[config.mk]
export PLATFORM = sky130hd
export DESIGN_NAME = residual_health_scorer_core
export DESIGN_NICKNAME = d
export VERILOG_FILES = /design/src/sv/rhs_pkg.sv /design/src/sv/rhs_front.sv /design/src/sv/rhs_queue.sv /design/src/sv/rhs_div.sv /design/src/sv/rhs_back.sv /design/src/sv/residual_health_scorer_core.sv
export SDC_FILE = /design/constraint.sdc
export NUM_CORES = 2
export LEC_CHECK = 0
export BUFFER_PORTS_ARGS = -buffer_cell sky130_fd_sc_hd__buf_4
export CAP_MARGIN = 30
export CORE_MARGIN = 2
export CORE_UTILIZATION = 30
export DETAILED_ROUTE_END_ITERATION = 10
export GPL_TIMING_DRIVEN = 0
export HOLD_SLACK_MARGIN = 0.06
export PLACE_DENSITY = 0.43
export SYNTH_ARGS = -nofsm -noshare
export SYNTH_HDL_FRONTEND = slang
export SYNTH_SLANG_ARGS = --single-unit
[constraint.sdc]
create_clock -name clk -period 20.7 [get_ports clk]
set_clock_uncertainty 0.05 [all_clocks]
set_input_delay 1.035 -clock clk [delete_from_list [all_inputs] [get_ports clk]]
set_output_delay 1.035 -clock clk [all_outputs]
set_load 0.05 [all_outputs]
[src/sv/rhs_pkg.sv]
package rhs_pkg;

    localparam int FRAC_BITS_DEF   = 16;
    localparam int COUNT_WIDTH_DEF = 16;

    localparam int GATE_W  = 31;
    localparam int RES_W   = 32;
    localparam int MAG_W   = 32;
    localparam int LIMIT_W = 16;
    localparam int RUN_W   = 16;
    localparam int SCORE_W = 17;
    localparam int QUOT_W  = 18;
    localparam int SUM_W   = 24;
    localparam int KIND_W  = 2;
    localparam int INDEX_W = 2;
    localparam int RECIP_W = 25;

    localparam int QUEUE_DEPTH = 2;

    localparam logic [KIND_W-1:0] EV_CONTINUITY = 2'd0;
    localparam logic [KIND_W-1:0] EV_SWITCH     = 2'd1;

    localparam logic [INDEX_W-1:0] REG_YAW_GATE    = 2'd0;
    localparam logic [INDEX_W-1:0] REG_Z_GATE      = 2'd1;
    localparam logic [INDEX_W-1:0] REG_PLANAR_GATE = 2'd2;
    localparam logic [INDEX_W-1:0] REG_RUN_LIMIT   = 2'd3;

    localparam logic [GATE_W-1:0]  YAW_GATE_RST    = 31'd19661;
    localparam logic [GATE_W-1:0]  Z_GATE_RST      = 31'd3277;
    localparam logic [GATE_W-1:0]  PLANAR_GATE_RST = 31'd6554;
    localparam logic [LIMIT_W-1:0] RUN_LIMIT_RST   = 16'd5;

    localparam logic [QUOT_W-1:0]  TERM_MAX      = 18'd131072;
    localparam logic [QUOT_W-1:0]  PEN_ONE       = 18'd65536;
    localparam logic [SCORE_W-1:0] SCORE_ONE     = 17'd65536;
    localparam logic [SCORE_W-1:0] BAD_SCORE_MAX = 17'd19660;

    // floor(x / 100) and floor(x / 75) as (x * recip) >> 31, exact for x < 2^24
    localparam int                PEN_SHIFT     = 31;
    localparam logic [RECIP_W-1:0] PEN_RECIP_Z   = 25'd21474837;
    localparam logic [RECIP_W-1:0] PEN_RECIP_NOZ = 25'd28633116;
    localparam logic [SUM_W-1:0]  PEN_BIAS_Z   = 24'd99;
    localparam logic [SUM_W-1:0]  PEN_BIAS_NOZ = 24'd74;
    localparam logic [SUM_W-1:0]  W_YAW        = 24'd40;
    localparam logic [SUM_W-1:0]  W_REST       = 24'd35;

    typedef struct packed {
        logic [MAG_W-1:0] yaw_mag;
        logic [MAG_W-1:0] z_mag;
        logic [MAG_W-1:0] planar_mag;
        logic             z_valid;
        logic             scorable;
    } rhs_item_t;

    typedef struct packed {
        logic              start;
        logic [MAG_W-1:0]  hi;
        logic [QUOT_W-1:0] lo;
        logic [GATE_W-1:0] divisor;
    } rhs_div_req_t;

    typedef struct packed {
        logic              done;
        logic              sat;
        logic [QUOT_W-1:0] quot;
    } rhs_div_rsp_t;

    typedef enum logic [2:0] {
        BK_IDLE,
        BK_START,
        BK_WAIT,
        BK_SUM,
        BK_PEN,
        BK_OUT
    } back_state_t;

    typedef enum logic [1:0] {
        TS_YAW,
        TS_Z,
        TS_PLANAR
    } term_sel_t;

    function automatic logic [GATE_W-1:0] floor_gate(
        input logic [GATE_W-1:0] gate,
        input logic [GATE_W-1:0] floor_val
    );
        return (gate < floor_val) ? floor_val : gate;
    endfunction

endpackage

[src/sv/rhs_front.sv]
module rhs_front
(
    input  logic                          in_valid,
    output logic                          in_stall,
    input  logic [rhs_pkg::KIND_W-1:0]    event_kind,
    input  logic                          yaw_finite,
    input  logic signed [rhs_pkg::RES_W-1:0] yaw_error,
    input  logic                          z_jump_present,
    input  logic                          z_jump_finite,
    input  logic signed [rhs_pkg::RES_W-1:0] z_jump,
    input  logic                          planar_finite,
    input  logic signed [rhs_pkg::RES_W-1:0] planar_residual,
    input  logic [rhs_pkg::GATE_W-1:0]    yaw_norm_fl,
    input  logic                          q_full,
    output logic                          q_push,
    output rhs_pkg::rhs_item_t            q_item
);
    import rhs_pkg::*;

    logic             z_valid;
    logic [MAG_W-1:0] z_abs;

    assign in_stall = q_full;
    assign q_push   = in_valid && !q_full;

    assign z_valid = (event_kind == EV_CONTINUITY) && z_jump_present && z_jump_finite;
    assign z_abs   = z_jump[RES_W-1] ? (MAG_W'(0) - MAG_W'(z_jump)) : MAG_W'(z_jump);

    always_comb
    begin
        if (!yaw_finite)
            q_item.yaw_mag = MAG_W'(yaw_norm_fl);
        else if (yaw_error[RES_W-1])
            q_item.yaw_mag = '0;
        else
            q_item.yaw_mag = MAG_W'(yaw_error);

        if (planar_finite && !planar_residual[RES_W-1])
            q_item.planar_mag = MAG_W'(planar_residual);
        else
            q_item.planar_mag = '0;

        q_item.z_mag    = z_valid ? z_abs : '0;
        q_item.z_valid  = z_valid;
        q_item.scorable = (event_kind == EV_CONTINUITY) || (event_kind == EV_SWITCH);
    end

endmodule

[src/sv/rhs_queue.sv]
module rhs_queue
(
    input  logic               clk,
    input  logic               rst_n,
    input  logic               push,
    input  rhs_pkg::rhs_item_t push_item,
    output logic               full,
    input  logic               pop,
    output logic               pop_valid,
    output rhs_pkg::rhs_item_t pop_item
);
    import rhs_pkg::*;

    localparam int PTR_W = (QUEUE_DEPTH > 1) ? $clog2(QUEUE_DEPTH) : 1;
    localparam int CNT_W = $clog2(QUEUE_DEPTH + 1);

    rhs_item_t        mem [QUEUE_DEPTH];
    logic [PTR_W-1:0] wr_ptr_reg;
    logic [PTR_W-1:0] wr_ptr_next;
    logic [PTR_W-1:0] rd_ptr_reg;
    logic [PTR_W-1:0] rd_ptr_next;
    logic [CNT_W-1:0] count_reg;
    logic [CNT_W-1:0] count_next;
    logic             do_pop;

    assign full      = (count_reg == CNT_W'(QUEUE_DEPTH));
    assign pop_valid = (count_reg != '0);
    assign pop_item  = mem[rd_ptr_reg];
    assign do_pop    = pop && pop_valid;

    always_comb
    begin
        wr_ptr_next = wr_ptr_reg;
        rd_ptr_next = rd_ptr_reg;
        count_next  = count_reg;
        if (push)
            wr_ptr_next = (wr_ptr_reg == PTR_W'(QUEUE_DEPTH - 1)) ? '0 : wr_ptr_reg + 1'b1;
        if (do_pop)
            rd_ptr_next = (rd_ptr_reg == PTR_W'(QUEUE_DEPTH - 1)) ? '0 : rd_ptr_reg + 1'b1;
        if (push && !do_pop)
            count_next = count_reg + 1'b1;
        else if (do_pop && !push)
            count_next = count_reg - 1'b1;
    end

    always_ff @(posedge clk or negedge rst_n)
    begin
        if (!rst_n)
        begin
            wr_ptr_reg <= '0;
            rd_ptr_reg <= '0;
            count_reg  <= '0;
        end
        else
        begin
            wr_ptr_reg <= wr_ptr_next;
            rd_ptr_reg <= rd_ptr_next;
            count_reg  <= count_next;
        end
    end

    always_ff @(posedge clk)
    begin
        if (push)
            mem[wr_ptr_reg] <= push_item;
    end

endmodule

[src/sv/rhs_div.sv]
module rhs_div
(
    input  logic                  clk,
    input  logic                  rst_n,
    input  rhs_pkg::rhs_div_req_t req,
    output rhs_pkg::rhs_div_rsp_t rsp
);
    import rhs_pkg::*;

    localparam int STEP_W = $clog2(QUOT_W);

    logic              busy_reg;
    logic              busy_next;
    logic              done_reg;
    logic              done_next;
    logic [STEP_W-1:0] step_reg;
    logic [STEP_W-1:0] step_next;
    logic              sat_reg;
    logic              sat_next;
    logic [GATE_W-1:0] rem_reg;
    logic [GATE_W-1:0] rem_next;
    logic [QUOT_W-1:0] lo_reg;
    logic [QUOT_W-1:0] lo_next;
    logic [QUOT_W-1:0] quot_reg;
    logic [QUOT_W-1:0] quot_next;

    logic [GATE_W:0]   trial;
    logic [GATE_W:0]   diff;
    logic              fits;

    assign trial = {rem_reg, lo_reg[QUOT_W-1]};
    assign diff  = trial - {1'b0, req.divisor};
    assign fits  = (trial >= {1'b0, req.divisor});

    assign rsp.done = done_reg;
    assign rsp.sat  = sat_reg;
    assign rsp.quot = quot_reg;

    always_comb
    begin
        busy_next = busy_reg;
        done_next = 1'b0;
        step_next = step_reg;
        sat_next  = sat_reg;
        rem_next  = rem_reg;
        lo_next   = lo_reg;
        quot_next = quot_reg;
        if (req.start)
        begin
            if (req.hi >= MAG_W'(req.divisor))
            begin
                sat_next  = 1'b1;
                busy_next = 1'b0;
                done_next = 1'b1;
            end
            else
            begin
                sat_next  = 1'b0;
                busy_next = 1'b1;
                step_next = '0;
                rem_next  = req.hi[GATE_W-1:0];
                lo_next   = req.lo;
                quot_next = '0;
            end
        end
        else if (busy_reg)
        begin
            rem_next  = fits ? diff[GATE_W-1:0] : trial[GATE_W-1:0];
            lo_next   = {lo_reg[QUOT_W-2:0], 1'b0};
            quot_next = {quot_reg[QUOT_W-2:0], fits};
            if (step_reg == STEP_W'(QUOT_W - 1))
            begin
                busy_next = 1'b0;
                done_next = 1'b1;
            end
            else
            begin
                step_next = step_reg + 1'b1;
            end
        end
    end

    always_ff @(posedge clk or negedge rst_n)
    begin
        if (!rst_n)
        begin
            busy_reg <= 1'b0;
            done_reg <= 1'b0;
            step_reg <= '0;
        end
        else
        begin
            busy_reg <= busy_next;
            done_reg <= done_next;
            step_reg <= step_next;
        end
    end

    always_ff @(posedge clk)
    begin
        sat_reg  <= sat_next;
        rem_reg  <= rem_next;
        lo_reg   <= lo_next;
        quot_reg <= quot_next;
    end

endmodule

[src/sv/rhs_back.sv]
module rhs_back
#(
    parameter int COUNT_WIDTH = rhs_pkg::COUNT_WIDTH_DEF
)
(
    input  logic                           clk,
    input  logic                           rst_n,
    input  logic                           q_valid,
    input  rhs_pkg::rhs_item_t             q_item,
    output logic                           q_pop,
    input  logic [rhs_pkg::GATE_W-1:0]     yaw_norm_fl,
    input  logic [rhs_pkg::GATE_W-1:0]     z_gate_fl,
    input  logic [rhs_pkg::GATE_W-1:0]     planar_gate_fl,
    input  logic [rhs_pkg::LIMIT_W-1:0]    run_limit,
    output rhs_pkg::rhs_div_req_t          div_req,
    input  rhs_pkg::rhs_div_rsp_t          div_rsp,
    output logic                           out_valid,
    input  logic                           out_stall,
    output logic [rhs_pkg::SCORE_W-1:0]    health_score,
    output logic                           anomaly,
    output logic [rhs_pkg::RUN_W-1:0]      bad_run,
    output logic                           rebind_advice
);
    import rhs_pkg::*;

    localparam int EXT_W = (COUNT_WIDTH > RUN_W) ? COUNT_WIDTH : RUN_W;
    localparam int PROD_W = SUM_W + RECIP_W;
    localparam logic [COUNT_WIDTH-1:0] COUNT_MAX = {COUNT_WIDTH{1'b1}};

    back_state_t       state_reg;
    back_state_t       state_next;
    term_sel_t         sel_reg;
    term_sel_t         sel_next;
    rhs_item_t         item_reg;
    rhs_item_t         item_next;
    logic [QUOT_W-1:0] yaw_t_reg;
    logic [QUOT_W-1:0] yaw_t_next;
    logic [QUOT_W-1:0] z_t_reg;
    logic [QUOT_W-1:0] z_t_next;
    logic [QUOT_W-1:0] planar_t_reg;
    logic [QUOT_W-1:0] planar_t_next;
    logic [SUM_W-1:0]  numer_reg;
    logic [SUM_W-1:0]  numer_next;
    logic [QUOT_W-1:0] pen_reg;
    logic [QUOT_W-1:0] pen_next;
    logic [COUNT_WIDTH-1:0] count_reg;
    logic [COUNT_WIDTH-1:0] count_next;
    logic              out_valid_reg;
    logic              out_valid_next;
    logic [SCORE_W-1:0] score_reg;
    logic [SCORE_W-1:0] score_next;
    logic              anomaly_reg;
    logic              anomaly_next;
    logic [RUN_W-1:0]  run_reg;
    logic [RUN_W-1:0]  run_next;
    logic              advice_reg;
    logic              advice_next;

    logic [MAG_W-1:0]  sel_mag;
    logic [GATE_W-1:0] sel_gate;
    logic [QUOT_W-1:0] term_val;
    logic [SUM_W-1:0]  sum;
    logic [RECIP_W-1:0] pen_recip;
    logic [PROD_W-1:0] pen_prod;
    logic [SCORE_W-1:0] score;
    logic              bad;
    logic [COUNT_WIDTH-1:0] count_upd;
    logic [EXT_W-1:0]  count_ext;

    assign out_valid     = out_valid_reg;
    assign health_score  = score_reg;
    assign anomaly       = anomaly_reg;
    assign bad_run       = run_reg;
    assign rebind_advice = advice_reg;

    always_comb
    begin
        unique case (sel_reg)
            TS_YAW:
            begin
                sel_mag  = item_reg.yaw_mag;
                sel_gate = yaw_norm_fl;
            end
            TS_Z:
            begin
                sel_mag  = item_reg.z_mag;
                sel_gate = z_gate_fl;
            end
            TS_PLANAR:
            begin
                sel_mag  = item_reg.planar_mag;
                sel_gate = planar_gate_fl;
            end
            default:
            begin
                sel_mag  = '0;
                sel_gate = yaw_norm_fl;
            end
        endcase
    end

    assign term_val = (div_rsp.sat || (div_rsp.quot > TERM_MAX)) ? TERM_MAX : div_rsp.quot;
    assign sum = SUM_W'(yaw_t_reg) * W_YAW
               + (SUM_W'(z_t_reg) + SUM_W'(planar_t_reg)) * W_REST;
    assign pen_recip = item_reg.z_valid ? PEN_RECIP_Z : PEN_RECIP_NOZ;
    assign pen_prod  = PROD_W'(numer_reg) * PROD_W'(pen_recip);
    assign score = (pen_reg >= PEN_ONE) ? '0 : SCORE_ONE - SCORE_W'(pen_reg);
    assign bad = item_reg.scorable && (score <= BAD_SCORE_MAX);
    assign count_upd = bad ? ((count_reg == COUNT_MAX) ? count_reg : count_reg + 1'b1) : '0;
    assign count_ext = EXT_W'(count_upd);

    always_comb
    begin
        state_next     = state_reg;
        sel_next       = sel_reg;
        item_next      = item_reg;
        yaw_t_next     = yaw_t_reg;
        z_t_next       = z_t_reg;
        planar_t_next  = planar_t_reg;
        numer_next     = numer_reg;
        pen_next       = pen_reg;
        count_next     = count_reg;
        out_valid_next = out_valid_reg && out_stall;
        score_next     = score_reg;
        anomaly_next   = anomaly_reg;
        run_next       = run_reg;
        advice_next    = advice_reg;
        q_pop          = 1'b0;
        div_req.start   = 1'b0;
        div_req.hi      = {2'b00, sel_mag[MAG_W-1:2]};
        div_req.lo      = {sel_mag[1:0], {(QUOT_W - 2){1'b0}}};
        div_req.divisor = sel_gate;

        unique case (state_reg)
            BK_IDLE:
            begin
                if (q_valid)
                begin
                    q_pop      = 1'b1;
                    item_next  = q_item;
                    sel_next   = TS_YAW;
                    state_next = BK_START;
                end
            end
            BK_START:
            begin
                div_req.start = 1'b1;
                state_next    = BK_WAIT;
            end
            BK_WAIT:
            begin
                if (div_rsp.done)
                begin
                    unique case (sel_reg)
                        TS_YAW:
                        begin
                            yaw_t_next = term_val;
                            sel_next   = TS_Z;
                            state_next = BK_START;
                        end
                        TS_Z:
                        begin
                            z_t_next   = term_val;
                            sel_next   = TS_PLANAR;
                            state_next = BK_START;
                        end
                        TS_PLANAR:
                        begin
                            planar_t_next = term_val;
                            state_next    = BK_SUM;
                        end
                        default:
                        begin
                            state_next = BK_SUM;
                        end
                    endcase
                end
            end
            BK_SUM:
            begin
                numer_next = sum + (item_reg.z_valid ? PEN_BIAS_Z : PEN_BIAS_NOZ);
                state_next = BK_PEN;
            end
            BK_PEN:
            begin
                pen_next   = pen_prod[PEN_SHIFT +: QUOT_W];
                state_next = BK_OUT;
            end
            BK_OUT:
            begin
                if (!out_valid_reg || !out_stall)
                begin
                    out_valid_next = 1'b1;
                    score_next     = score;
                    anomaly_next   = bad;
                    count_next     = count_upd;
                    run_next       = count_ext[RUN_W-1:0];
                    advice_next    = (count_ext >= EXT_W'(run_limit));
                    state_next     = BK_IDLE;
                end
            end
            default:
            begin
                state_next = BK_IDLE;
            end
        endcase
    end

    always_ff @(posedge clk or negedge rst_n)
    begin
        if (!rst_n)
        begin
            state_reg     <= BK_IDLE;
            sel_reg       <= TS_YAW;
            count_reg     <= '0;
            out_valid_reg <= 1'b0;
        end
        else
        begin
            state_reg     <= state_next;
            sel_reg       <= sel_next;
            count_reg     <= count_next;
            out_valid_reg <= out_valid_next;
        end
    end

    always_ff @(posedge clk)
    begin
        item_reg     <= item_next;
        yaw_t_reg    <= yaw_t_next;
        z_t_reg      <= z_t_next;
        planar_t_reg <= planar_t_next;
        numer_reg    <= numer_next;
        pen_reg      <= pen_next;
        score_reg    <= score_next;
        anomaly_reg  <= anomaly_next;
        run_reg      <= run_next;
        advice_reg   <= advice_next;
    end

endmodule

[src/sv/residual_health_scorer_core.sv]
// Scores tracking binding health once per frame: each residual is divided by its gate
// (floored at 0.001), clamped to 2.0, weighted, and the penalty taken from 1.0 gives a
// Q1.16 score; continuity and switch-candidate frames scoring below 0.3 extend a saturating
// bad-frame run that is compared with the run limit. Each frame is popped from the queue,
// then takes three passes through one shared divider that retires one quotient bit per
// cycle; the back end then forms the weighted sum, scales the penalty by a reciprocal
// multiply and registers the result. A ratio that saturates ends its pass without the
// bit-serial steps. A two-beat queue holds accepted frames ahead of the divider, and one
// result register lets the next frame proceed while a finished result waits on out_stall.
module residual_health_scorer_core
#(
    parameter int FRAC_BITS   = rhs_pkg::FRAC_BITS_DEF,
    parameter int COUNT_WIDTH = rhs_pkg::COUNT_WIDTH_DEF
)
(
    input  logic                             clk,
    input  logic                             rst_n,
    input  logic                             cfg_we,
    input  logic [rhs_pkg::INDEX_W-1:0]      cfg_index,
    input  logic [rhs_pkg::GATE_W-1:0]       cfg_wdata,
    input  logic                             in_valid,
    output logic                             in_stall,
    input  logic [rhs_pkg::KIND_W-1:0]       event_kind,
    input  logic                             yaw_finite,
    input  logic signed [rhs_pkg::RES_W-1:0] yaw_error,
    input  logic                             z_jump_present,
    input  logic                             z_jump_finite,
    input  logic signed [rhs_pkg::RES_W-1:0] z_jump,
    input  logic                             planar_finite,
    input  logic signed [rhs_pkg::RES_W-1:0] planar_residual,
    output logic                             out_valid,
    input  logic                             out_stall,
    output logic [rhs_pkg::SCORE_W-1:0]      health_score,
    output logic                             anomaly,
    output logic [rhs_pkg::RUN_W-1:0]        bad_run,
    output logic                             rebind_advice
);
    import rhs_pkg::*;

    localparam int FLOOR_RAW = ((1 << FRAC_BITS) + 500) / 1000;
    localparam logic [GATE_W-1:0] GATE_FLOOR = GATE_W'((FLOOR_RAW == 0) ? 1 : FLOOR_RAW);

    logic [GATE_W-1:0]  yaw_norm_reg;
    logic [GATE_W-1:0]  z_gate_reg;
    logic [GATE_W-1:0]  planar_gate_reg;
    logic [LIMIT_W-1:0] run_limit_reg;
    logic [GATE_W-1:0]  yaw_norm_fl;
    logic [GATE_W-1:0]  z_gate_fl;
    logic [GATE_W-1:0]  planar_gate_fl;

    logic         q_full;
    logic         q_push;
    logic         q_pop;
    logic         q_valid;
    rhs_item_t    front_item;
    rhs_item_t    back_item;
    rhs_div_req_t div_req;
    rhs_div_rsp_t div_rsp;

    assign yaw_norm_fl    = floor_gate(yaw_norm_reg, GATE_FLOOR);
    assign z_gate_fl      = floor_gate(z_gate_reg, GATE_FLOOR);
    assign planar_gate_fl = floor_gate(planar_gate_reg, GATE_FLOOR);

    always_ff @(posedge clk or negedge rst_n)
    begin
        if (!rst_n)
        begin
            yaw_norm_reg    <= YAW_GATE_RST;
            z_gate_reg      <= Z_GATE_RST;
            planar_gate_reg <= PLANAR_GATE_RST;
            run_limit_reg   <= RUN_LIMIT_RST;
        end
        else if (cfg_we)
        begin
            unique case (cfg_index)
                REG_YAW_GATE:    yaw_norm_reg    <= cfg_wdata;
                REG_Z_GATE:      z_gate_reg      <= cfg_wdata;
                REG_PLANAR_GATE: planar_gate_reg <= cfg_wdata;
                REG_RUN_LIMIT:   run_limit_reg   <= cfg_wdata[LIMIT_W-1:0];
                default:         run_limit_reg   <= run_limit_reg;
            endcase
        end
    end

    rhs_front u_front
    (
        .in_valid        (in_valid),
        .in_stall        (in_stall),
        .event_kind      (event_kind),
        .yaw_finite      (yaw_finite),
        .yaw_error       (yaw_error),
        .z_jump_present  (z_jump_present),
        .z_jump_finite   (z_jump_finite),
        .z_jump          (z_jump),
        .planar_finite   (planar_finite),
        .planar_residual (planar_residual),
        .yaw_norm_fl     (yaw_norm_fl),
        .q_full          (q_full),
        .q_push          (q_push),
        .q_item          (front_item)
    );

    rhs_queue u_queue
    (
        .clk       (clk),
        .rst_n     (rst_n),
        .push      (q_push),
        .push_item (front_item),
        .full      (q_full),
        .pop       (q_pop),
        .pop_valid (q_valid),
        .pop_item  (back_item)
    );

    rhs_div u_div
    (
        .clk   (clk),
        .rst_n (rst_n),
        .req   (div_req),
        .rsp   (div_rsp)
    );

    rhs_back
    #(
        .COUNT_WIDTH (COUNT_WIDTH)
    )
    u_back
    (
        .clk            (clk),
        .rst_n          (rst_n),
        .q_valid        (q_valid),
        .q_item         (back_item),
        .q_pop          (q_pop),
        .yaw_norm_fl    (yaw_norm_fl),
        .z_gate_fl      (z_gate_fl),
        .planar_gate_fl (planar_gate_fl),
        .run_limit      (run_limit_reg),
        .div_req        (div_req),
        .div_rsp        (div_rsp),
        .out_valid      (out_valid),
        .out_stall      (out_stall),
        .health_score   (health_score),
        .anomaly        (anomaly),
        .bad_run        (bad_run),
        .rebind_advice  (rebind_advice)
    );

    assert property (@(posedge clk) disable iff (!rst_n) q_push |-> !q_full)
        else $error("queue written while full");

    assert property (@(posedge clk) disable iff (!rst_n)
        (out_valid && anomaly) |-> (health_score <= BAD_SCORE_MAX))
        else $error("bad frame with passing score");

    assert property (@(posedge clk) disable iff (!rst_n)
        (out_valid && !anomaly) |-> (bad_run == '0))
        else $error("bad run not cleared on good frame");

    assert property (@(posedge clk) disable iff (!rst_n)
        (out_valid && (health_score > SCORE_ONE)) |-> 1'b0)
        else $error("score above one");

endmodule
* Yosys cells after proc, flatten, opt, wreduce, memory -nomap -nowiden *
Memories as Yosys holds them, arrays and structs flattened. A register that Yosys moved wholly into a read port is not among the register bits.
Index checks and enable logic that the tools add are counted.

operators by class
  equality and inequality tests = 20
  multiplexer cells = 58
  magnitude comparators = 9
  reduce and logical (&&, ||, !) cells = 40
  $add $sub $neg = 12
  $mul = 3

operator list
  operator               count
  $mux 31                8
  $mux 32                4
  $mux 18                7
  $pmux 32 s3            1
  $lt 31x7->1 const B    3
  $pmux 31 s2            1
  $mul 24x25->49         1
  $add 24x24->24         2
  $ge 32x31->1           1
  $mux 16                2
  $sub 1x32->32 const A  1
  $ge 30x31->1           1
  $sub 31x31->31         1
  $mul 24x6->24 const B  1
  $mux 24                1
  $mul 18x3->21 const B  1
  $mux 5                 4
  $add 18x18->19         1
  $ge 18x17->1 const B   1
  $gt 18x18->1 const B   1
  $pmux 3 s6             1
  $le 17x15->1 const B   1
  $mux 1                 17
  $mux 17                1
  other kinds (31)       79

word-level totals
  RAM bits = 196
  memories = 1
  input bits = 140
  logic and storage cells = 170
  output and inout bits = 37
  register bits = 341

memory list
  memory       depth  bits a word  read ports  clocked after memory_dff  wr ports  line             RTL
  u_queue.mem  2      98           1           1                         1         rhs_queue.sv:17  rhs_item_t mem [QUEUE_DEPTH];

* Logic depth before layout (Yosys ltp) *
  word-level depth = 7
  mapped depth = 29
  gate-level depth less buffers = 27

* Cells and area by module *
A second synthesis with hierarchy kept.

unflattened totals
  cells, all modules = 4189
  area, all modules = 47179.0 um2

modules (own cells, without submodules)
  module                       seq. area each (um2)  area each (um2)  instances  cells each
  rhs_back                     7427.1                27690.3          1          2620
  rhs_queue                    5985.7                7289.5           1          321
  rhs_div                      2217.1                5825.6           1          579
  residual_health_scorer_core  2757.6                4823.4           1          383
  rhs_front                    0.0                   1550.2           1          286

* Worst setup path before layout *
Ideal clock, no wire load.

  path type = register -> register
  start point = register u_back.item_reg[1] in the netlist's numbering
  end point = register u_back.pen_reg[8] (data pin)
  slack = 13.144 ns
  clock period less this slack = 7.556 ns
  arrival time = 7.244 ns
  stages on the path, launching flop included = 30
  path buffers = 3
  setup time = 0.262 ns
  required time = 20.388 ns
  cells stage by stage = edfxtp_1 > clkbuf_1 > clkbuf_1 > buf_1 > nand2_1 > inv_1 > fa_1 > inv_1 > fa_1 > fa_1 > inv_1 > fa_1 > inv_1 > fa_1 > inv_1 > fa_1 > inv_1 > fa_1 > inv_1 > ha_1 > a21oi_1 > o21ai_0 > a221oi_1 > o21ai_0 > o2111a_1 > nor3_1 > o221ai_1 > a21oi_1 > o21bai_1 > xor2_1

between the ends
  word-level cells in the longest chain between the ends = 2

ends and longest elaborated chain
  item                     line             RTL
  from (decl)              rhs_back.sv:34   rhs_item_t item_reg;
  from (signal assigned)   rhs_back.sv:229  item_reg <= item_next;
  $mux 24                  rhs_back.sv:105  assign pen_recip = item_reg.z_valid ? PEN_RECIP_Z : PEN_RECIP_NOZ;
  $mul 24x25->49           rhs_back.sv:106  assign pen_prod = PROD_W'(numer_reg) * PROD_W'(pen_recip);
  net u_back.pen_prod[39]  rhs_back.sv:64   logic [PROD_W-1:0] pen_prod;
  to (signal assigned)     rhs_back.sv:234  pen_reg <= pen_next;
  to (decl)                rhs_back.sv:44   logic [QUOT_W-1:0] pen_reg;

The timed path passes the listed nets, and every way through them passes these cells.
A chain may end at the register's enable or synchronous reset.

* Worst setup path after layout *
  start point = register u_back.item_reg[1] in the netlist's numbering
  end point = register u_back.pen_reg[13] (data pin)

Same word-level chain as after synthesis.

==> out/qor.csv <==
metric;value;unit
pin count of the biggest net entering global routing;104;
P&R area growth vs syn;14.5;%
Die X;391;um
setup repair bufs after CTS;0;
Final Setup Violations;0;
layout cells sized above 1;12.7;%
port bufs;176;
Clock transition at path regs;0.06;ns
mux contribution to synthesized area;4.79;%
max reg flops;194;
post-CTS resize count;0;
CTS tree;yes;
commonest non-fill, non-tap cell in the layout;inv_1;
Core ar.;148000;um2
CP Max Fanout;10;
part of the cycle the worst path needs;50.8;%
Max Buffers Root-to-Sink;3;
sequential area share after synthesis;39.7;%
# clock sinks;616;
Total GRT Usage;16.7;%
vias in the first global route;30600;
GRT Residual Overflow;0;
status;finished, final reports clean;
Cells after Synth;3970;
die area;153000;um2
Synth Area in Simple Gates;8.39;%
Hold Crit Class;primary input to asynchronous set/reset pin;
die height;391;um
post-placement setup slack;9.90;ns
CTS H-tree depth;3;
RSZ-0062 raised after global routing;false;
MaxCap Viol Count;0;
Worst R2R Setup Slack;10.18;ns
post-DR wirelength/cell;20.3;um
final hold violations;0;
Critical Path AT;10.86;ns
via count;29500;
mapped cell area;44900;um2
Final Wtd Congestion;0.868;
Root Buffer;clkbuf_16;
number of synthesized flops with an enable pin;474;
Diodes inserted;0;
FFs w/ async S/R, synth;23.1;%
Placed Instances;6099;
max-slew violations;0;
first-pass GRT wire length;191000;um
setup slack after layout;10.18;ns
DR DRC count;0;
main combinational cell family by area after synthesis;adder cells;
fin cells;6238;
fin crit period;10.52;ns
vias per cell;4.72;
Initial Util;30.3;%
hold_buf cts;0;
commonest non-fill, non-tap cells in the layout;inv_1 (693), ha_1 (489), edfxtp_1 (474);
number of synthesized register bits;616;
Clock Latency Late Sink;0.66;ns
CP required;21.04;ns
Initial DRT Pass Iterations;9;
CP Launch Type;register;
Num CTS Buffers;74;
pin slew with the least headroom to its limit;0.972;ns
Synth Flop Type;edfxtp_1;
Relative slew margins;34.5;%
I/O Pins;177;
Syn. warnings;0;
Fin Setup TNS;0;ns
Synth Area in Adders;28.9;%
area fraction in compound gates after synthesis;8.66;%
nets@finish;5219;
Post-DRT Antenna Nets;0;
initial DRC count;1966;
Synth Area in XOR/XNOR;2.75;%
initial antenna violation count;2;
post-DP HPWL;103000;um
hold slack final;0.209;ns
FMAX;0.0950;GHz
Rows;141;
synth unique cells;79;
syn_area_per_cell;11.3;um2
Critical Path End Type;register;
critical path class;register to register;
Post-Route WL;127000;um
## critical path: stages, from the launching register on
cell	delay, ns
edfxtp_1	0.56
clkbuf_1	0.63
clkbuf_1	0.67
buf_1	0.69
nand2_1	0.38
fa_1	0.60
inv_1	0.06
fa_1	0.57
inv_1	0.08
fa_1	0.51
fa_1	0.54
inv_1	0.05
fa_1	0.47
fa_1	0.54
inv_1	0.06
fa_1	0.52
inv_1	0.04
ha_1	0.26
nand4_1	0.14
nor3_1	0.73
nand2_1	0.12
a21oi_1	0.59
o2111a_1	0.32
nor3_1	0.11
o221ai_1	0.31
a21oi_1	0.18
nor4_1	0.35
nor2_1	0.08
## Yosys cell counts (all sizes together), types with 41 or more instances
cell type  instances  share of area [%]
inv              694                5.8
and2              75                1.0
o21ai            199                2.2
nand3             41               0.46
dfrtp            118                6.6
edfxtp           474                 32
nor2             203                1.7
xnor2             74                1.4
fa               343                 15
xor2              67                1.3
mux2             185                4.6
nand2            235                2.0
clkbuf            90               0.75
a21oi            120                1.3
a21o              53               0.89
ha               489                 14
## worst paths after layout
| kind | start | to | cells after the start |
|---|---|---|---|
| setup / recovery | u_back.item_reg[1] | u_back.pen_reg[13] | 27 |
| setup reg to reg | u_back.item_reg[1] | u_back.pen_reg[13] | 27 |
| hold reg to reg | run_limit_reg[7] | run_limit_reg[7] | 1 |
| max in group asynchronous | rst_n | u_back.state_reg[0] | 2 |
| hold / removal | rst_n | z_gate_reg[26] | 1 |
| min in group clk | run_limit_reg[7] | run_limit_reg[7] | 1 |
## stage by stage
stage | util (%) | area (um2)
6_report | 34.7 | 51400
5_1_grt | 34.7 | 51400
4_1_cts | 34.7 | 51400
3_5_place_dp | 33.1 | 49000
3_3_place_gp | 32.8 | 48700
2_1_floorplan | - | 44900
## layer usage
| layer | global-route usage (%) | part of all wire, % | up-vias |
|---|---|---|---|
| li1 | - | - | 14100 |
| met1 | 22.0 | 45 | 14600 |
| met2 | 28.1 | 49 | 588 |
| met3 | 2.46 | 4.1 | 147 |
| met4 | 4.92 | 2.7 | 4 |
| met5 | 0 | 0.018 | - |
## logic make-up after synthesis
logic type	count (synthesis)
adders and majority gates	832
DFF	616
and+or+nand+nor	779
muxes	192
buffers and inverters	810
AOI/OAI and AO/OA	599
xor gates and xnor gates	141
other	1
## layout make-up
| type | instances | area [um2] |
|---|---|---|
| clock buffers | 102 | 2020 |
| clock inverters | 35 | 367 |
| multi-input cells | 2545 | 24100 |
| inverters | 695 | 2610 |
| repair buffers | 200 | 1660 |
| plain buffers | 115 | 457 |
| well taps | 1930 | 2410 |
| flip-flops and latches | 616 | 17800 |
| fillers | 15000 | 96800 |
Power is left out: the tool's default activity adds up to more than one toggle a clock period on the data nets, which glitch-free logic cannot reach.
